[config.mk]
export PLATFORM = sky130hd
export DESIGN_NAME = bda_cell
export DESIGN_NICKNAME = d
export VERILOG_FILES = /design/src/bda_pkg.sv /design/src/bda_cell.sv
export SDC_FILE = /design/constraint.sdc
export NUM_CORES = 1
export LEC_CHECK = 0
export BUFFER_PORTS_ARGS = -buffer_cell sky130_fd_sc_hd__buf_2
export CORE_AREA = 2 2 39 41
export CTS_CLUSTER_SIZE = 28
export DETAILED_ROUTE_END_ITERATION = 8
export DIE_AREA = 0 0 41 43
export HOLD_SLACK_MARGIN = 0.05
export PLACE_DENSITY = 0.46
export RECOVER_POWER = 100
export SYNTH_ARGS = -nofsm -noshare
export SYNTH_HDL_FRONTEND = slang
export SYNTH_SLANG_ARGS = --single-unit
[constraint.sdc]
create_clock -name i_clk -period 2 [get_ports i_clk]
set_clock_uncertainty 0.15 [all_clocks]
set_input_delay 0.3 -clock i_clk [delete_from_list [all_inputs] [get_ports i_clk]]
set_output_delay 0.3 -clock i_clk [all_outputs]
set_load 0.005 [all_outputs]
[src/bda_pkg.sv]
`timescale 1ns / 1ps
// ----------------------------------------------------------------------------
// bda_pkg: shared types and constants for the binary to decimal ASCII block
// Widths of the channel fields, digit-chain sizing and the cell control bundle.
// ----------------------------------------------------------------------------
package bda_pkg;

    localparam int VALUE_WIDTH = 32;
    localparam int VALUE_IN_W  = 32;
    localparam int CHAR_W      = 6;
    localparam int COUNT_W     = 4;

    // decimal digits needed for VALUE_WIDTH bits: floor(W * log10(2)) + 1
    localparam int DIGITS  = ((VALUE_WIDTH * 1233) >> 12) + 1;
    localparam int CNT_W   = $clog2(DIGITS + 1);
    localparam int POS_W   = (DIGITS > 1) ? $clog2(DIGITS) : 1;
    localparam int STEP_W  = $clog2(VALUE_WIDTH);

    localparam logic [CHAR_W-1:0] ASCII_ZERO = CHAR_W'(48);

    typedef struct packed {
        logic clear;
        logic dabble;
        logic emit;
    } t_cell_ctrl;

endpackage

[src/bda_cell.sv]
`timescale 1ns / 1ps
// ----------------------------------------------------------------------------
// bda_cell: one BCD digit of the conversion chain
// Add-3 correction and shift during conversion, digit shift-up during output.
// ----------------------------------------------------------------------------
module bda_cell import bda_pkg::*; (
    input  logic       i_clk,
    input  t_cell_ctrl i_ctrl,
    input  logic       i_bit,
    input  logic [3:0] i_digit,
    output logic       o_carry,
    output logic [3:0] o_digit
);

    logic [3:0] r_digit;
    logic [3:0] n_digit;
    logic [3:0] w_corr;

    assign w_corr  = (r_digit >= 4'd5) ? r_digit + 4'd3 : r_digit;
    assign o_carry = w_corr[3];
    assign o_digit = r_digit;

    always_comb begin
        priority if (i_ctrl.clear) begin
            n_digit = 4'd0;
        end else if (i_ctrl.dabble) begin
            n_digit = {w_corr[2:0], i_bit};
        end else if (i_ctrl.emit) begin
            n_digit = i_digit;
        end else begin
            n_digit = r_digit;
        end
    end

    always_ff @(posedge i_clk) begin
        r_digit <= n_digit;
    end

endmodule
==> results.md, run 1 <==
- Outcome: finished clean
- CP Launch Point: o_digit[0]
- Syn_nets: 46
- MaxCap Viol Count: 0
- Nets@finish: 65
- Worst slew pin tran: 0.215 ns
- Share of layout cells above drive strength 1: 0.385
- Wire length per cell: 9.59 microns
- CTS max path bufs: 2
- Register area: approximately 84 sq um
- CP max FO: 7
- Non-filler cells, final: 68
- First-pass GRT wire length: 1090 microns
- Worst skew pair latency: approximately 0.23 ns
- Setup WS pre-CTS: 0.238 ns
- Mapped Cells: 35
- Slew margin rel.: 0.854
- Finished Core Util: 0.288
- Grt ovf: 0
- Core Area: 1380 sq um
- H-tree depth: 1
- Rows: 14
- First DRT Iteration DRCs: 5
- Final wirelength: 652 microns
- Cell Area, Synth: 280 sq um
- Worst setup SP type: flip-flop
- Initial Utilization: 0.203
- Die Wd: between 40 and 50 microns
- Layout area overhead: 42.4%
- Critical R2R Launch: o_digit[0]
- Fmax: 536 MHz
- Seq/Total Area, Yosys: 0.286
- Critical Path RT: around 1.6 ns
- Final HPWL DP: 524 microns
- Post-DRT Antenna Nets: 0
- Min Tclk post-route: 1.87 ns
- Crit path kind: reg -> out
- Pin count of the biggest net entering global routing: 12
- Number of synthesized flops with an enable pin: 0
- Number of port buffers: 13
- Vias in the first global route: 291
- # clock sinks: 4
- Initial antenna violation count: 0
- Hold_sp: i_ctrl[2]
- Synth Flop Type: dfxtp_1
- Vias per Instance: 4.53
- Die Height: 43 microns
- Antenna cells: 0
- Multi-input logic area: approximately 190 sq um
- Hold buffer count at cts: 0
- Fin Hold WS: 0.146 ns
- DR vias: approximately 310
- Avg Cell Area, Syn: 8.01 sq um
- Remaining DRCs: 0
- Worst EP arrival: 1.42 ns
- CTS tree: built
- Number of synthesized register bits: 4
- Synth unique cells: 19
- Max Transition Viols Final: 0
- Post-route cell area: about 400 sq um
- Cell total after placement: 64
- Gpl congestion: 0.645
- Count of final hold-check violations: 0
- CP Capture Type: output port
- Final setup fails: 0
- Sum Neg Setup Slack: 0 ns
- # IOs: 14
- Die area: 1760 sq um
- IR drop worst, VDD: 0.296 mV
- Static leakage: 0.185 nW
- Placed Area: 365 sq um
- Period utilization: 0.933
- Total Power: 0.255 mW
- DRT Pass-1 Iters: 4
- Num CTS Buffers: 3
- Final worst setup slack: ~0.13 ns
- Total GRT Usage: 0.0945
- Root Buffer: clkbuf_4
- Warnings, synthesis: 0
- Hold Path Class: in -> reg
- Pwr Density: 639 nW/um^2
- Worst-path clk slew: 0.03 ns
- Post-synth ARST share: 0
- Largest register FFs: 4
- Filler Cells Inserted: about 160
[critical path: stages (launching register included)]
cell and delay, ns:
dfxtp_4 0.37, inv_1 0.05, ha_1 0.22, nand2b_1 0.09, or2b_1 0.22, o21ai_0 0.12, buf_2 0.13
[worst paths after layout]
| check | endpoint | slack [ns] | cells after the start |
|---|---|---|---|
| max reg2reg | o_digit[1] | 0.29 | 7 |
| min reg2reg | o_digit[3] | 0.38 | 2 |
| min | o_digit[0] | 0.15 | 2 |
| max | o_carry | 0.13 | 6 |
[synth_stat cells (2+ instances only)]
cell | number | share of area
mux2i_1 | 2 | 0.071
ha_1 | 2 | 0.089
nand2_1 | 4 | 0.054
dfxtp_1 | 4 | 0.29
o21ai_0 | 3 | 0.054
a21oi_1 | 3 | 0.054
inv_1 | 2 | 0.027
nor2_1 | 4 | 0.054
[layout by cell type (no fill, tap or decap), types with 2 or more instances in the layout]
| cell | count |
|---|---|
| buf_2 | 13 |
| nand2_1 | 4 |
| nor2_1 | 4 |
| o21ai_0 | 3 |
| a21oi_1 | 3 |
| clkbuf_4 | 3 |
| dfxtp_1 | 3 |
| inv_1 | 2 |
| mux2i_1 | 2 |
| ha_1 | 2 |
| buf_4 | 2 |
[kinds of logic (layout without fill, tap and decap cells)]
kind of cell	Yosys count	count (layout)	share of synthesized area
AND/OR/NAND/NOR	13	13	0.250
adder cells (fa/ha/maj)	2	2	0.0893
AO/OA/AOI/OAI	11	11	0.250
buffers and inverters	3	20	0.0536
flip-flops	4	4	0.286
multiplexers	2	2	0.0714
[where the power goes]
part,switching [mW],internal [mW]
registers,0.00739,0.0863
logic,0.0302,0.0346
clock network,0.0296,0.0669
[repair_timing]
| item | 4_1_cts | 5_1_grt |
|---|---|---|
| buffers inserted | 0 | 1 |
| endpoints found under the hold margin | 0 | 0 |
| endpoints found under the setup margin | 1 | 1 |
| resized for setup | 1 | 1 |
[layout make-up]
cell class,count,area share
clock buffer,3,0.0564
inverter,2,0.0188
multi-input combinational,28,0.464
sequential,4,0.210
tap,16,0.0502
timing repair buffer,15,0.201
[routing by layer]
metal	up-vias	GRT usage	share of wire	routed length, microns
met5	-	0	0	0
met4	0	0.0400	0	0
met3	0	0.0628	0.032	21
met2	9	0.131	0.50	328
met1	137	0.110	0.46	302
li1	162	-	-	-
Note: power is estimated with default switching activity, not from simulation.
==> run 2, diff against run 1 <==
--- a/config.mk
+++ b/config.mk
@@ -13,6 +13,7 @@
 export HOLD_SLACK_MARGIN = 0.05
 export PLACE_DENSITY = 0.46
 export RECOVER_POWER = 100
+export REMOVE_ABC_BUFFERS = 1
 export SYNTH_ARGS = -nofsm -noshare
 export SYNTH_HDL_FRONTEND = slang
 export SYNTH_SLANG_ARGS = --single-unit
==> results.md, run 2 (same netlist as run 1, synthesis figures left out) <==
- Outcome: finished clean (unchanged)
- Cell total after placement: 63 (was 64)
- Met2 GRT Util: 0.134 (was 0.131)
- Antenna cells: 0 (unchanged)
- CP max-delay cell: dfxtp_2 (was dfxtp_4)
- Post-route cell area: 380 sq um (was 399 sq um)
- CTS tree: built (unchanged)
- Placed Area: 358 sq um (was 365 sq um)
- CP max FO: 5 (was 7)
- Commonest cells after routing, fill and taps aside: 12 x buf_2, 4 x nand2_1, 4 x nor2_1, 4 x a21oi_1, 3 x clkbuf_4 (was 13 x buf_2, 4 x nand2_1, 4 x nor2_1)
- Reg2Reg Depth: 6 (was 7)
- Total GRT Usage: 0.0903 (was 0.0945)
- Sum Neg Setup Slack: 0 ns (unchanged)
- Worst-path clk slew: 0.03 ns (about the same)
- R2R setup slack: 0.31 ns (was 0.29 ns)
- Final wirelength: 647 microns (was 652 microns)
- Nets@finish: 63 (was 65)
- Commonest non-fill, non-tap cell in the layout: buf_2 (unchanged)
- MaxCap Viol Count: 0 (unchanged)
- Worst setup SP type: flip-flop (unchanged)
- Max Transition Viols Final: 0 (unchanged)
- Logic pwr share: 0.221 (was 0.254)
- Gpl congestion: 0.645 (about the same)
- M3 GR Usage: 0.0628 (unchanged)
- Min Tclk post-route: 1.85 ns (was 1.87 ns)
- Finished Core Util: 0.275 (was 0.288)
- Setup WS pre-CTS: 0.226 ns (was 0.238 ns)
- Share of layout cells above drive strength 1: 0.340 (was 0.385)
- # clock sinks: 4 (unchanged)
- Root Buffer: clkbuf_4 (unchanged)
- Buf+Inv Stages, Crit Path: 2 (unchanged)
- Total Power: 0.245 mW (was 0.255 mW)
- Wire length per cell: 9.80 microns (was 9.59 microns)
- Static leakage: 0.170 nW (was 0.185 nW)
- Grt ovf: 0 (unchanged)
- CP delay by family, top: flip-flops (unchanged)
- Met1 Use GR: 0.0929 (was 0.110)
- Crit path kind: reg -> out (unchanged)
- Internal Power: 0.181 mW (was 0.188 mW)
- Number of port buffers: 13 (unchanged)
- First DRT Iteration DRCs: 4 (was 5)
- IR drop worst, VDD: 0.243 mV (was 0.296 mV)
- Die Height: 43 microns (unchanged)
- Hold_sp: i_ctrl[2] (unchanged)
- Pin count of the biggest net entering global routing: 12 (unchanged)
- CTS max path bufs: 2 (unchanged)
- Crit path largest cell delay: 0.36 ns (was 0.37 ns)
- DRT Pass-1 Iters: 2 (was 4)
- Global route hottest layer: met2 (unchanged)
- Reg2reg end: o_digit[1] (unchanged)
- Worst slew pin tran: 0.295 ns (was 0.215 ns)
- Layout area overhead: 35.7% (was 42.4%)
- Clock share of power: 0.389 (was 0.378)
- Critical R2R Launch: o_digit[1] (was o_digit[0])
- Vias per Instance: 4.64 (was 4.53)
- Critical Path RT: 1.55 ns (about the same)
- Die area: 1760 sq um (unchanged)
- Fin Hold WS: 0.148 ns (was 0.146 ns)
- Filler Cells Inserted: 165 (was 158)
- H-tree depth: 1 (unchanged)
- RSZ-0062 raised after global routing: false
- Initial antenna violation count: 0 (unchanged)
- Post-CTS setup buffer count: 0 (unchanged)
- Fmax: 540 MHz (was 536 MHz)
- Switching power: 0.0638 mW (was 0.0672 mW)
- Die Wd: 41 microns (unchanged)
- Period utilization: 0.926 (was 0.933)
- First-pass GRT wire length: 1050 microns (was 1090 microns)
- Vias in the first global route: 276 (was 291)
- Worst EP arrival: 1.40 ns (was 1.42 ns)
- Hold depth: 2 (unchanged)
- Final worst setup slack: 0.147 ns (was 0.134 ns)
- Rows: 14 (unchanged)
- Slew margin rel.: 0.801 (was 0.854)
- Pwr Density: 643 nW/um^2 (was 639 nW/um^2)
- Count of final hold-check violations: 0 (unchanged)
- Largest register FFs: 4 (unchanged)
- Num CTS Buffers: 3 (unchanged)
- Remaining DRCs: 0 (unchanged)
- Non-filler cells, final: 66 (was 68)
- Hold Path Class: in -> reg (unchanged)
- DR vias: 306 (was 308)
- Worst skew pair latency: 0.23 ns (about the same)
- Critical path depth: 6 (unchanged)
- Post-DRT Antenna Nets: 0 (unchanged)
- Worst Hold End: o_digit[0] (unchanged)
- Core Area: 1380 sq um (unchanged)
- Crit-path cells: inv_1 -> ha_1 -> nand2b_1 -> or2b_1 -> o21ai_1 -> buf_2 (was inv_1 -> ha_1 -> nand2b_1 -> or2b_1 -> o21ai_0 -> buf_2)
- Final setup fails: 0 (unchanged)
- CP Capture Type: output port (unchanged)
- Initial Utilization: 0.203 (unchanged)
- Switching Share: 0.261 (was 0.263)
- # IOs: 14 (unchanged)
- Part of the power in registers: 0.390 (was 0.368)
run 2: final cells by class:
| class | instances | area [sq um] | share of cell area |
|---|---|---|---|
| clock buffer | 3 | 22.5 | 0.0592 |
| sequential | 4 | 85.1 | 0.224 |
| inverter | 2 | 7.51 | 0.0197 |
| multi-input combinational | 28 | 181 | 0.477 |
| tap | 16 | 20.0 | 0.0526 |
| timing repair buffer | 13 | 63.8 | 0.168 |
run 2: what timing repair did:
item | in CTS | in global routing
hold buffers | 0 | 0
endpoints found under the setup margin | 1 | 1
gates resized for setup | 2 | 2
run 2: worst max path at each step:
stage	slack [ns]	end	startpoint
floorplan	0.38	o_digit[1]	o_digit[0]
global placement	0.26	o_carry	o_digit[1]
detailed placement	0.23	o_carry	o_digit[0]
CTS	0.04	o_carry	o_digit[0]
global route	0.03	o_carry	o_digit[1]
finish	0.15	o_carry	o_digit[1]
run 2: worst reg2reg max path: cells and delay by family, from the launching register on:
family,cells,cell delay [ns]
AO/OA/AOI/OAI,2,0.22
adder cells (fa/ha/maj),1,0.20
flip-flops,1,0.36
buffers and inverters,1,0.06
AND/OR/NAND/NOR,2,0.57
run 2: routing by layer:
metal / share of wire / up-vias
met5: 0 / -
met1: 0.42 / 140
met3: 0.056 / 0
li1: - / 158
met2: 0.53 / 8
met4: 0 / 0
run 2: power groups by stage:
stage / Clock, mW / Sequential, mW / Combinational, mW
finish: 0.0953 / 0.0954 / 0.0540
global route: 0.108 / 0.0965 / 0.0638
CTS: 0.101 / 0.0968 / 0.0568
detailed placement: 0 / 0.0972 / 0.0566
global placement: 0 / 0.0965 / 0.0574
floorplan: 0 / 0.0957 / 0.0311
